==> src/hdl/qdec_pkg.sv <==
// Shared types, constants and the phase transition table for the quadrature decoder.
package qdec_pkg;

    localparam int COUNT_BITS = 32;
    localparam int TIME_BITS  = 32;
    localparam int CFG_BITS   = 32;

    localparam logic [CFG_BITS-1:0] MIN_INTERVAL_RST = CFG_BITS'(250000);
    localparam logic [CFG_BITS-1:0] MAX_INTERVAL_RST = CFG_BITS'(500000);

    typedef enum logic [1:0] {
        MODE_IDLE = 2'd0,
        MODE_FWD  = 2'd1,
        MODE_REV  = 2'd2,
        MODE_ERR  = 2'd3
    } t_mode;

    typedef enum logic {
        CFG_MIN_INTERVAL = 1'b0,
        CFG_MAX_INTERVAL = 1'b1
    } t_cfg_idx;

    typedef struct packed {
        logic [1:0]           phase;
        logic                 clear_error;
        logic [TIME_BITS-1:0] timestamp;
    } t_qdec_in;

    typedef struct packed {
        logic signed [COUNT_BITS-1:0] position;
        t_mode                        mode;
        logic                         updated;
        logic signed [COUNT_BITS-1:0] step_delta;
    } t_qdec_out;

    typedef struct packed {
        t_mode                 mode;
        logic [1:0]            prev_phase;
        logic                  primed;
        logic [COUNT_BITS-1:0] step_count;
        logic [COUNT_BITS-1:0] count_at_update;
        logic [TIME_BITS-1:0]  last_update_time;
        logic [COUNT_BITS-1:0] held_delta;
    } t_qdec_state;

    // x4 transition table, indexed by previous and current phase
    function automatic t_mode step_class(input logic [1:0] prev, input logic [1:0] cur);
        t_mode m;
        unique case ({prev, cur})
            4'b00_00, 4'b01_01, 4'b10_10, 4'b11_11: m = MODE_IDLE;
            4'b00_10, 4'b01_00, 4'b10_11, 4'b11_01: m = MODE_FWD;
            4'b00_01, 4'b01_11, 4'b10_00, 4'b11_10: m = MODE_REV;
            default:                                 m = MODE_ERR;
        endcase
        return m;
    endfunction

endpackage

==> src/hdl/qdec_step.sv <==
// Per-sample classification, count and delta update for the quadrature decoder.
module qdec_step
    import qdec_pkg::*;
(
    input  t_qdec_state           i_state,
    input  t_qdec_in              i_sample,
    input  logic [TIME_BITS-1:0]  i_min_interval,
    input  logic [TIME_BITS-1:0]  i_max_interval,
    output t_qdec_state           o_state,
    output t_qdec_out             o_result
);

    t_qdec_state          s;
    logic [TIME_BITS-1:0] dt;
    logic                 upd;

    always_comb begin
        s   = i_state;
        dt  = '0;
        upd = 1'b0;

        // first sample after reset seeds the phase and the time base
        if (!s.primed) begin
            s.prev_phase       = i_sample.phase;
            s.last_update_time = i_sample.timestamp;
            s.primed           = 1'b1;
        end

        if (s.mode != MODE_ERR) begin
            s.mode = step_class(s.prev_phase, i_sample.phase);
        end

        // clear while in error: re-base on this sample
        if (s.mode == MODE_ERR && i_sample.clear_error) begin
            s.prev_phase       = i_sample.phase;
            s.last_update_time = i_sample.timestamp;
            s.step_count       = '0;
            s.count_at_update  = '0;
            s.held_delta       = '0;
            s.mode             = MODE_IDLE;
        end

        if (s.mode != MODE_ERR) begin
            case (s.mode)
                MODE_FWD: s.step_count = s.step_count + COUNT_BITS'(1);
                MODE_REV: s.step_count = s.step_count - COUNT_BITS'(1);
                default:  s.step_count = s.step_count;
            endcase

            dt = i_sample.timestamp - s.last_update_time;
            if ((dt >= i_min_interval && i_sample.phase != s.prev_phase)
                    || dt >= i_max_interval) begin
                s.held_delta       = s.step_count - s.count_at_update;
                s.count_at_update  = s.step_count;
                s.last_update_time = i_sample.timestamp;
                upd                = 1'b1;
            end
            s.prev_phase = i_sample.phase;
        end
    end

    assign o_state             = s;
    assign o_result.position   = s.step_count;
    assign o_result.mode       = s.mode;
    assign o_result.updated    = upd;
    assign o_result.step_delta = s.held_delta;

endmodule

==> src/hdl/quadrature_decoder_with_error_latch.sv <==
// Top level of the x4 quadrature decoder with latched error and step delta.
//
//   channel   direction  handshake                payload
//   in        in         i_in_valid / o_in_ready  i_in_data  (phase, clear_error, timestamp)
//   out       out        o_out_valid / i_out_ready o_out_data (position, mode, updated, step_delta)
//   cfg       in         i_cfg_we (no wait)       i_cfg_idx, i_cfg_data
//
// One item per cycle sustained while the output is not stalled. An accepted item
// is held in the input register, then the single pass of table lookup, increment
// and interval compare fills the result register.
// Reset (synchronous, active low) empties both registers, zeroes the counts and
// loads the interval defaults. A stalled result holds the result register; the
// input register still takes one more item behind it, then ready drops.
module quadrature_decoder_with_error_latch
    import qdec_pkg::*;
(
    input  logic                i_clk,
    input  logic                i_rst_n,
    input  logic                i_in_valid,
    output logic                o_in_ready,
    input  t_qdec_in            i_in_data,
    output logic                o_out_valid,
    input  logic                i_out_ready,
    output t_qdec_out           o_out_data,
    input  logic                i_cfg_we,
    input  t_cfg_idx            i_cfg_idx,
    input  logic [CFG_BITS-1:0] i_cfg_data
);

    logic                 r_in_valid;
    t_qdec_in             r_in;
    logic                 r_out_valid;
    t_qdec_out            r_out;
    t_qdec_state          r_state;
    logic [TIME_BITS-1:0] r_min_interval;
    logic [TIME_BITS-1:0] r_max_interval;

    t_qdec_state          n_state;
    t_qdec_out            n_out;
    logic                 w_fire;
    logic                 w_accept;

    // advance the input register into the result register when the latter is free
    assign w_fire     = r_in_valid && (!r_out_valid || i_out_ready);
    assign o_in_ready = !r_in_valid || w_fire;
    assign w_accept   = i_in_valid && o_in_ready;

    qdec_step u_step (
        .i_state        (r_state),
        .i_sample       (r_in),
        .i_min_interval (r_min_interval),
        .i_max_interval (r_max_interval),
        .o_state        (n_state),
        .o_result       (n_out)
    );

    // handshake and decoder state
    always_ff @(posedge i_clk) begin
        if (!i_rst_n) begin
            r_in_valid             <= 1'b0;
            r_out_valid            <= 1'b0;
            r_state.mode           <= MODE_IDLE;
            r_state.prev_phase     <= '0;
            r_state.primed         <= 1'b0;
            r_state.step_count     <= '0;
            r_state.count_at_update <= '0;
            r_state.last_update_time <= '0;
            r_state.held_delta     <= '0;
        end else begin
            if (w_accept) begin
                r_in_valid <= 1'b1;
            end else if (w_fire) begin
                r_in_valid <= 1'b0;
            end
            if (w_fire) begin
                r_out_valid <= 1'b1;
                r_state     <= n_state;
            end else if (i_out_ready) begin
                r_out_valid <= 1'b0;
            end
        end
    end

    // payload registers
    always_ff @(posedge i_clk) begin
        if (w_accept) begin
            r_in <= i_in_data;
        end
        if (w_fire) begin
            r_out <= n_out;
        end
    end

    // interval registers
    always_ff @(posedge i_clk) begin
        if (!i_rst_n) begin
            r_min_interval <= MIN_INTERVAL_RST;
            r_max_interval <= MAX_INTERVAL_RST;
        end else if (i_cfg_we) begin
            unique case (i_cfg_idx)
                CFG_MIN_INTERVAL: r_min_interval <= i_cfg_data;
                CFG_MAX_INTERVAL: r_max_interval <= i_cfg_data;
                default:          r_min_interval <= r_min_interval;
            endcase
        end
    end

    assign o_out_valid = r_out_valid;
    assign o_out_data  = r_out;

    // error latches until a clear arrives
    a_err_latch: assert property (@(posedge i_clk) disable iff (!i_rst_n)
        (w_fire && r_state.mode == MODE_ERR && !r_in.clear_error)
            |=> r_state.mode == MODE_ERR)
        else $error("error mode dropped without clear");

    // an item reported in error never carries a delta update
    a_err_no_upd: assert property (@(posedge i_clk) disable iff (!i_rst_n)
        (o_out_valid && o_out_data.mode == MODE_ERR) |-> !o_out_data.updated)
        else $error("update reported in error mode");

    // once primed, the decoder stays primed until reset
    a_primed: assert property (@(posedge i_clk) disable iff (!i_rst_n)
        r_state.primed |=> r_state.primed)
        else $error("primed flag lost");

endmodule
==> config.mk <==
export PLATFORM = sky130hd
export DESIGN_NAME = quadrature_decoder_with_error_latch
export DESIGN_NICKNAME = d
export VERILOG_FILES = /design/src/hdl/qdec_pkg.sv /design/src/hdl/qdec_step.sv /design/src/hdl/quadrature_decoder_with_error_latch.sv
export SDC_FILE = /design/constraint.sdc
export NUM_CORES = 1
export LEC_CHECK = 0
export CAP_MARGIN = 5
export CORE_MARGIN = 2
export CORE_UTILIZATION = 50
export DETAILED_ROUTE_END_ITERATION = 12
export DONT_BUFFER_PORTS = 1
export GPL_ROUTABILITY_DRIVEN = 0
export PLACE_DENSITY = 0.72
export SETUP_SLACK_MARGIN = 0.05
export SLEW_MARGIN = 20
export SYNTH_ARGS = -nofsm -noshare
export SYNTH_HDL_FRONTEND = slang
export SYNTH_SLANG_ARGS = --single-unit
==> constraint.sdc <==
create_clock -name i_clk -period 9.18 [get_ports i_clk]
set_input_delay 0.459 -clock i_clk [delete_from_list [all_inputs] [get_ports i_clk]]
set_output_delay 0.459 -clock i_clk [all_outputs]
set_load 0.02 [all_outputs]
Word level (Yosys, flattened, before mapping):

Memories as Yosys holds them, arrays and structs flattened.
Cells that the tools add are included.

* add/sub/neg operators: 4
* order comparisons: 2
* reduce and logical (&&, ||, !) cells: 13
* equal/unequal tests: 6
* bitwise logic cells: 1
* muxes and demuxes: 15

Operators by type and width (count)
* two-way mux 128 bit: 2
* two-way mux 96 bit: 1
* >= comparator 32 bit: 2
* two-way mux 32 bit: 2
* one-hot mux 32 bit (2 select lines): 1
* subtractor 32 bit: 2
* adder 32 x 1 -> 32 bit, second input constant: 1
* subtractor 32 x 1 -> 32 bit, second input constant: 1
* two-way mux 1 bit: 5
* equality test 2 bit, second input constant: 2
* logical AND 1 bit: 4
* two-way mux 2 bit: 2
* two-way mux 4 bit: 1
* != test 2 bit, second input constant: 2
* AND reduction 2 bit: 2
* nonzero test 2 bit: 2
* logical OR 1 bit: 3
* two-way mux 3 bit: 1
* equality test 2 x 1 -> 1 bit, second input constant: 1
* zero test 1 bit: 2
* != test 2 bit: 1
* inverter 1 bit: 1

* logic and storage cells: 60
* bits of input ports: 73
* flip-flop bits (word level): 301
* output and inout port bits: 69
* ROM bits: 32
* memories: 1

Memories
* (name not given): depth 16, width 2, read ports 1, clocked after memory_dff 0, write ports 0, line qdec_pkg.sv:49 `unique case ({prev, cur})`

Depth between registers and ports, before layout:

Gate-level depths: netlist of the first run.
An unclocked memory read counts as a cell.

* depth after elaboration: 12
* depth in mapped cells: 36
* depth with buffers taken out: 31

Cells and area by module:

From an unflattened synthesis of the first run, not the netlist that was laid out.

* cells, all modules: 2402
* area total of the unflattened synthesis: 20283.2 um^2

Modules (own cells, without submodules)
* quadrature_decoder_with_error_latch: cells each 969, instances 1, area each 10751.6 um^2
* qdec_step: cells each 1433, instances 1, area each 9531.6 um^2

Worst setup path after synthesis of the first run:

No wires, ideal clock.

* kind: reg-to-reg
* start point: register r_in[32] (netlist bit)
* end point: register r_out (netlist bit o_out_data[29]) (data pin)
* arrival time: 7.793 ns
* path buffers: 9
* stages on the path, launching flop included: 35
* library setup time: 0.264 ns
* slack: 1.123 ns
* cell sequence: edfxtp_1 and3_1 clkbuf_1 a31oi_2 clkbuf_1 clkbuf_1 clkbuf_1 clkbuf_1 nand2_1 ha_1 clkbuf_1 clkbuf_1 clkbuf_1 buf_1 xnor2_1 ha_1 o21ai_0 a21oi_1 and4_1 or3_1 a21boi_0 xnor2_1 nand2_1 xor2_1 ha_1 a21o_1 a2111oi_0 and3_1 a221oi_1 nand3_1 mux2i_1 o31a_1 a2111oi_4 xnor2_1 o21ai_1

RTL lines
* start: declaration: line quadrature_decoder_with_error_latch.sv:31 `t_qdec_in r_in;`
* start signal: assignment: line quadrature_decoder_with_error_latch.sv:87 `r_in <= i_in_data;`
* end signal: assignment: line quadrature_decoder_with_error_latch.sv:90 `r_out <= n_out;`
* end: declaration: line quadrature_decoder_with_error_latch.sv:33 `t_qdec_out r_out;`

Worst setup path in the final report of the first run:

* start point: register r_state[128] (netlist bit)
* end point: register r_state[61] (netlist bit)

* cells in the longest elaborated chain, start to end: 12

Ends and longest elaborated chain
* start: declaration: line quadrature_decoder_with_error_latch.sv:34 `t_qdec_state r_state;`
* start signal: assignment: line quadrature_decoder_with_error_latch.sv:77 `r_state <= n_state;`
* two-way mux 3 bit: line qdec_step.sv:23 `if (!s.primed) begin`
* memory (16 x 2 bit)
* two-way mux 2 bit: line qdec_step.sv:29 `if (s.mode != MODE_ERR) begin`
* equality test 2 bit: line qdec_step.sv:34 `if (s.mode == MODE_ERR && i_sample.clear_error) begin`
* logical AND 1 bit: line qdec_step.sv:34
* two-way mux 128 bit: line qdec_step.sv:34
* subtractor 32 bit: line qdec_step.sv:50 `dt = i_sample.timestamp - s.last_update_time;`
* >= comparator 32 bit: line qdec_step.sv:51 `if ((dt >= i_min_interval && i_sample.phase != s.prev_phase)`
* logical AND 1 bit: line qdec_step.sv:51
* logical OR 1 bit: line qdec_step.sv:52 `|| dt >= i_max_interval) begin`
* two-way mux 96 bit: line qdec_step.sv:51
* two-way mux 128 bit *: line qdec_step.sv:43 `if (s.mode != MODE_ERR) begin`

Every way passes the cells marked *; elsewhere a longest branch is shown, timed or not.
A chain may end at the register's enable or synchronous reset.

==> impl_metrics.csv, run 1 <==
group,metric,value,unit
detailed_routing,wl_per_cell,17.9,um
hold_path,min_from,"i_rst_n",
synth,synth_edf_count,102,
critical_path,reg2reg_to,"r_state[61]$_SDFFE_PN0P_",
finish,nets,2397,
global_route,grt_max_degree,190,
critical_path,crit_fanout,49,
critical_path,rr_worst_depth,28,
synth,syn_inst,2200,
finish,synthToLayoutAreaGrowth,10.2,%
clock_network,cts_hold_buf,35,
timing,setup_slack,1.37,ns
timing,finalHoldViolations,0,
critical_path,crit_cells,28,
timing,rsz0062_at_grt,"no",
die,rows,71,
critical_path,crit_type,"reg -> reg",
detailed_routing,routed_wl,48500,um
global_route,grt_pass1_wl,78400,um
place,preCtsSetupSlack,1.54,ns
finish,layout-drive-gt1-share,0.0599,
place,dp.cells,2617,
detailed_routing,drtIter0Drc,1091,
clock_network,insertion_delay,0.55,ns
timing,max_clock_freq,128,MHz
synth,yosysSeqAreaShare,0.371,
clock_network,clk_pin_slew,0.06,ns
run_status,status,"completed",
detailed_routing,drc,0,
finish,final_cell_mix,"nand2_1 (375), dfxtp_1 (199), ha_1 (146)",
finish,layout_commonest_cell,"nand2_1",
place,place_hpwl,34500,um
timing,slew_headroom,0.283,
synth,synth_warnings,0,
global_route,grt_overflow,0,
timing,finClkSkew,0.0242,ns
synth,avgSynthCellArea,8.64,sq um
critical_path,reg2reg_slack,1.37,ns
die,core-area,0.0376,sq mm
clock_network,cts_setup_buffers,0,
clock_network,clockRootBuffer,"clkbuf_16",
synth,async_reset_ff_frac,0,
critical_path,startpoint_type,"register",
clock_network,clockBufferDepth,3,
timing,tightestPinTransition,1.07,ns
die,die-area,0.0396,sq mm
timing,slew_viol_final,0,
timing,fin_tns_setup,0,ns
detailed_routing,ant_nets,0,
hold_path,worstHoldPathType,"in -> reg",
critical_path,slowest_delay,1.02,ns
synth,synth_top_area_frac,0.210,
finish,finalNonFillerCells,2716,
synth,synthFlopType,"dfxtp_1",
clock_network,htreeDepth,2,
critical_path,r2r_start,"r_state[128]$_SDFFE_PN0P_",
critical_path,cp.arrival,8.25,ns
hold_path,hold_path_end,"o_out_valid$_SDFFE_PN0P_",
die,pin_count,142,
clock_network,cts_resized,0,
detailed_routing,num_vias,15800,
critical_path,cp_num_buf_inv,2,
pwr,ir_drop,0.173,mV
die,initial_core_util,0.506,
critical_path,worstPathRequired,9.62,ns
critical_path,cp_top_family,"compound AO/OA/AOI/OAI gates",
detailed_routing,avgViaCountPerCell,5.81,
die,dieWidth,199,um
synth,ys_types,78,
global_route,grt_util_all_layers,0.248,
synth,synth_area,0.0190,sq mm
pwr,powerDensity,198,mW/mm^2
synth,ys_ff_latch,301,
hold_path,whs_path_depth,1,
timing,period_share,0.851,
critical_path,endpoint_kind,"register",
global_route,grt_pass1_vias,15300,
pwr,leakage,0.00832,uW
global_route,antenna_found_initial,2,
clock_network,cts_tree,"done",
clock_network,cts_made_buffers,34,
synth,synth.top_cells.by_area,"dfxtp_1 (21%), edfxtp_1 (16%), ha_1 (9.6%), nand2_1 (7.4%), a21boi_0 (4.3%)",
job,max-cap-violations,0,
timing,layout_min_cycle_time,7.81,ns
die,die_y,199,um
synth,synth_nets,2420,
detailed_routing,first_pass_iters,6,
place,numPortBuffers,0,
critical_path,worst_path_max_delay_cell,"o311ai_4",
synth,yosysTopAreaCell,"dfxtp_1",
clock_network,cts.sinks,301,
timing,report.final.setup_viol,0,
==> report_power, final <==
group / total [uW] / internal (uW) / switching (uW) / leakage, uW
registers: 1600 / 1510 / 94.2 / 0.00261
logic: 1120 / 450 / 673 / 0.00514
clock network: 1420 / 869 / 554 / 0.000579
total: 4150 / 2830 / 1320 / 0.00832
==> worst max path at each step <==
stage                              startpoint                        to  slack, ns
finish              r_state[128]$_SDFFE_PN0P_  r_state[61]$_SDFFE_PN0P_       1.37
global route        r_state[129]$_SDFFE_PN0P_  o_out_data[30]$_DFFE_PP_       0.73
CTS                 r_state[128]$_SDFFE_PN0P_  r_state[61]$_SDFFE_PN0P_       1.44
detailed placement         r_in[33]$_DFFE_PP_  o_out_data[30]$_DFFE_PP_       1.54
global placement           r_in[33]$_DFFE_PP_  o_out_data[30]$_DFFE_PP_       1.69
floorplan                  r_in[32]$_DFFE_PP_  o_out_data[29]$_DFFE_PP_       1.12
==> metrics by stage <==
stage | power, uW | area (sq um) | hold WS (ns) | util
2_1_floorplan | 2460 | 19000 | 0.425 | -
3_3_place_gp | 2700 | 19400 | 0.437 | 0.516
3_5_place_dp | 2730 | 19400 | 0.449 | 0.516
4_1_cts | 4180 | 20900 | 0.0154 | 0.557
5_1_grt | 4370 | 20900 | 0.0357 | 0.557
6_report | 4150 | 20900 | 0.0408 | 0.557
==> cell type report <==
class	instances	area, sq um
Multi-Input combinational cell	1678	11200
Clock inverter	13	145
Antenna cell	2	5.00
Inverter	107	404
Timing Repair Buffer	55	500
Sequential cell	301	7050
Tap cell	511	639
Fill cell	3366	16600
Clock buffer	49	1030
==> synth_stat cells, types with 11 or more instances <==
library cell / instances
clkbuf_1: 95
a31oi_1: 15
o31ai_1: 11
nand2_1: 375
nor2b_1: 55
a21o_1: 63
mux2i_1: 47
xor2_1: 41
a21oi_1: 108
mux2_2: 18
buf_1: 15
nand2b_1: 20
and3_1: 13
a21boi_0: 108
inv_1: 107
nor3b_1: 23
and2_1: 33
ha_1: 146
nor3_1: 25
xnor2_1: 60
nand3_1: 48
o211ai_1: 29
dfxtp_1: 199
o21a_1: 20
o21ai_0: 100
nor2_1: 128
edfxtp_1: 102
a22oi_1: 33
nand4_1: 19
==> registers in the layout, summed over array words and instances (netlist names) <==
signal          flops
r_state           133
o_out_data         67
r_in               35
r_max_interval     32
r_min_interval     32
o_out_valid         1
r_in_valid          1
==> cell families after synthesis <==
logic type,after synthesis,share of synthesized area
AND/OR/NAND/NOR,763,0.183
buffers and inverters,221,0.0444
adder cells (fa/ha/maj),148,0.0977
flip-flops,301,0.371
AO/OA/AOI/OAI,599,0.219
XOR/XNOR,103,0.0495
multiplexers,65,0.0354
==> per-layer routing <==
metal	track usage	part of all wire	vias to the layer above
met5	0	0	-
met4	0.134	0.051	0
met3	0.0451	0.058	120
met2	0.445	0.50	488
met1	0.277	0.39	7428
li1	-	-	7738
(Power assumes the default switching activity.)
==> run 2, diff against run 1 <==
--- a/config.mk
+++ b/config.mk
@@ -6,6 +6,7 @@
 export NUM_CORES = 1
 export LEC_CHECK = 0
 export CAP_MARGIN = 5
+export CORE_ASPECT_RATIO = 2
 export CORE_MARGIN = 2
 export CORE_UTILIZATION = 50
 export DETAILED_ROUTE_END_ITERATION = 12
==> impl_metrics.csv, run 2 (synthesized netlist as in run 1, its figures left out) <==
group,metric,value,unit
timing,max_clock_freq,129,MHz
finish,largest_register,"r_state",
global_route,antenna_found_initial,0,
die,rows,101,
place,place_hpwl,37400,um
place,numPortBuffers,0,
hold_path,worstHoldPathType,"in -> reg",
timing,rsz0062_at_grt,"no",
job,max-cap-violations,0,
finish,final_cell_mix,"nand2_1 (375), dfxtp_1 (199), ha_1 (146)",
finish,layout_commonest_cell,"nand2_1",
critical_path,crit_fanout,35,
timing,slew_viol_final,0,
timing,finClkSkew,0.0313,ns
clock_network,clockRootBuffer,"clkbuf_16",
finish,nets,2416,
die,core-area,0.0378,sq mm
die,pin_count,142,
timing,report.final.setup_viol,0,
detailed_routing,drtIter0Drc,1011,
global_route,grt_pass1_vias,16000,
detailed_routing,routed_wl,51500,um
finish,antenna_cells,0,
timing,fin_tns_setup,0,ns
clock_network,insertion_delay,0.59,ns
clock_network,cts_made_buffers,29,
clock_network,htreeDepth,1,
timing,layout_min_cycle_time,7.74,ns
detailed_routing,avgViaCountPerCell,5.94,
run_status,status,"completed",
die,initial_core_util,0.503,
pwr,leakage,0.00833,uW
timing,slew_headroom,0.345,
die,dieWidth,142,um
die,die-area,0.0397,sq mm
finish,largest_reg_flops,133,
detailed_routing,ant_nets,0,
finish,synthToLayoutAreaGrowth,10.2,%
place,place_area,0.0194,sq mm
critical_path,cp.arrival,8.22,ns
critical_path,worstPathRequired,9.67,ns
clock_network,cts_resized,0,
pwr,ir_drop,0.186,mV
timing,period_share,0.843,
global_route,grt_pass1_wl,81600,um
finish,finalInstanceArea,0.0209,sq mm
global_route,grt_overflow,0,
timing,tightestPinTransition,0.982,ns
clock_network,cts_tree,"done",
critical_path,crit_type,"reg -> reg",
finish,layout-drive-gt1-share,0.0581,
detailed_routing,drc,0,
finish,num-fill-cells,3334,
detailed_routing,num_vias,15900,
pwr,powerDensity,192,mW/mm^2
clock_network,cts_setup_buffers,0,
critical_path,endpoint_kind,"register",
critical_path,startpoint_type,"register",
clock_network,clk_pin_slew,0.07,ns
global_route,grt_util_all_layers,0.257,
clock_network,cts_hold_buf,57,
die,die_y,280,um
clock_network,cts.sinks,301,
global_route,grt_max_degree,178,
detailed_routing,wl_per_cell,19.2,um
clock_network,clockBufferDepth,3,
timing,finalHoldViolations,0,
detailed_routing,first_pass_iters,7,
run 2: cell types whose count changed in the layout (fill, tap and decap cells not counted), moves of 2 or more:
cell	previous run	this run
clkinv_2	5	3
clkbuf_8	4	2
clkbuf_16	38	30
dlygate4sd3_1	35	57
diode_2	2	0
buf_4	20	22
inv_8	0	2
clkinv_4	1	3
clkbuf_1	7	3
inv_6	0	3
run 2: path summary, 6_finish.rpt:
path	to	slack (ns)	start	depth (start not counted)
max	r_state[33]$_SDFFE_PN0P_	1.44	r_state[128]$_SDFFE_PN0P_	27
min	r_min_interval[5]$_SDFFE_PN0P_	0.01	i_cfg_data[5]	2
max reg2reg	r_state[33]$_SDFFE_PN0P_	1.44	r_state[128]$_SDFFE_PN0P_	27
min reg2reg	r_state[27]$_SDFFE_PN0P_	0.46	r_state[27]$_SDFFE_PN0P_	2
run 2: report_power, final:
part	leakage (uW)	switching (uW)	internal, uW
clock network	0.000488	550	707
registers	0.00261	93.2	1510
logic	0.00524	689	464
total	0.00833	1330	2680
run 2: critical path, cell delays in order, from the launching register on:
cell and delay [ns]:
dfxtp_1 0.47, nand2_1 0.31, o311ai_4 0.36, buf_4 0.49, mux2i_1 0.26, ha_1 0.31, a21o_1 0.20, a21o_1 0.17
a21oi_1 0.19, nand3_1 0.12, a221oi_1 0.30, o31a_1 0.27, nor2_1 0.07, a211o_1 0.26, a21oi_1 0.33, xnor2_1 0.23
ha_1 0.31, a21o_1 0.20, a21o_1 0.19, a21o_1 0.18, a21o_1 0.19, a21o_1 0.18, a31oi_1 0.18, and3_1 0.24
a31o_2 0.44, a21o_1 0.84, nand2_1 0.14, a21boi_0 0.21
run 2: routing by layer:
layer  up-vias  share of wire  GRT usage
met5         -              0          0
met4         0          0.074      0.172
li1       7763              -          -
met1      7515           0.34      0.242
met3       185          0.034     0.0260
met2       480           0.55      0.508
run 2: area by class of cell:
class	instances	area [sq um]	area share
flip-flops and latches	301	7050	0.337
inverters	107	404	0.0193
repair buffers	79	736	0.0351
clock buffers	35	790	0.0377
multi-input cells	1678	11200	0.534
well taps	463	579	0.0277
clock inverters	19	209	0.00998
run 2: per-stage QoR:
stage               instances  setup WS [ns]  total power, uW   util  hold WS, ns
floorplan                2200           1.12             2460      -        0.425
global placement         2571           1.79             2710  0.513        0.433
detailed placement       2571           1.54             2740  0.513        0.441
CTS                      2682           1.49             4020  0.554     0.000608
global route             2682          0.852             4210  0.554      0.00857
finish                   2682           1.44             4010  0.554       0.0122
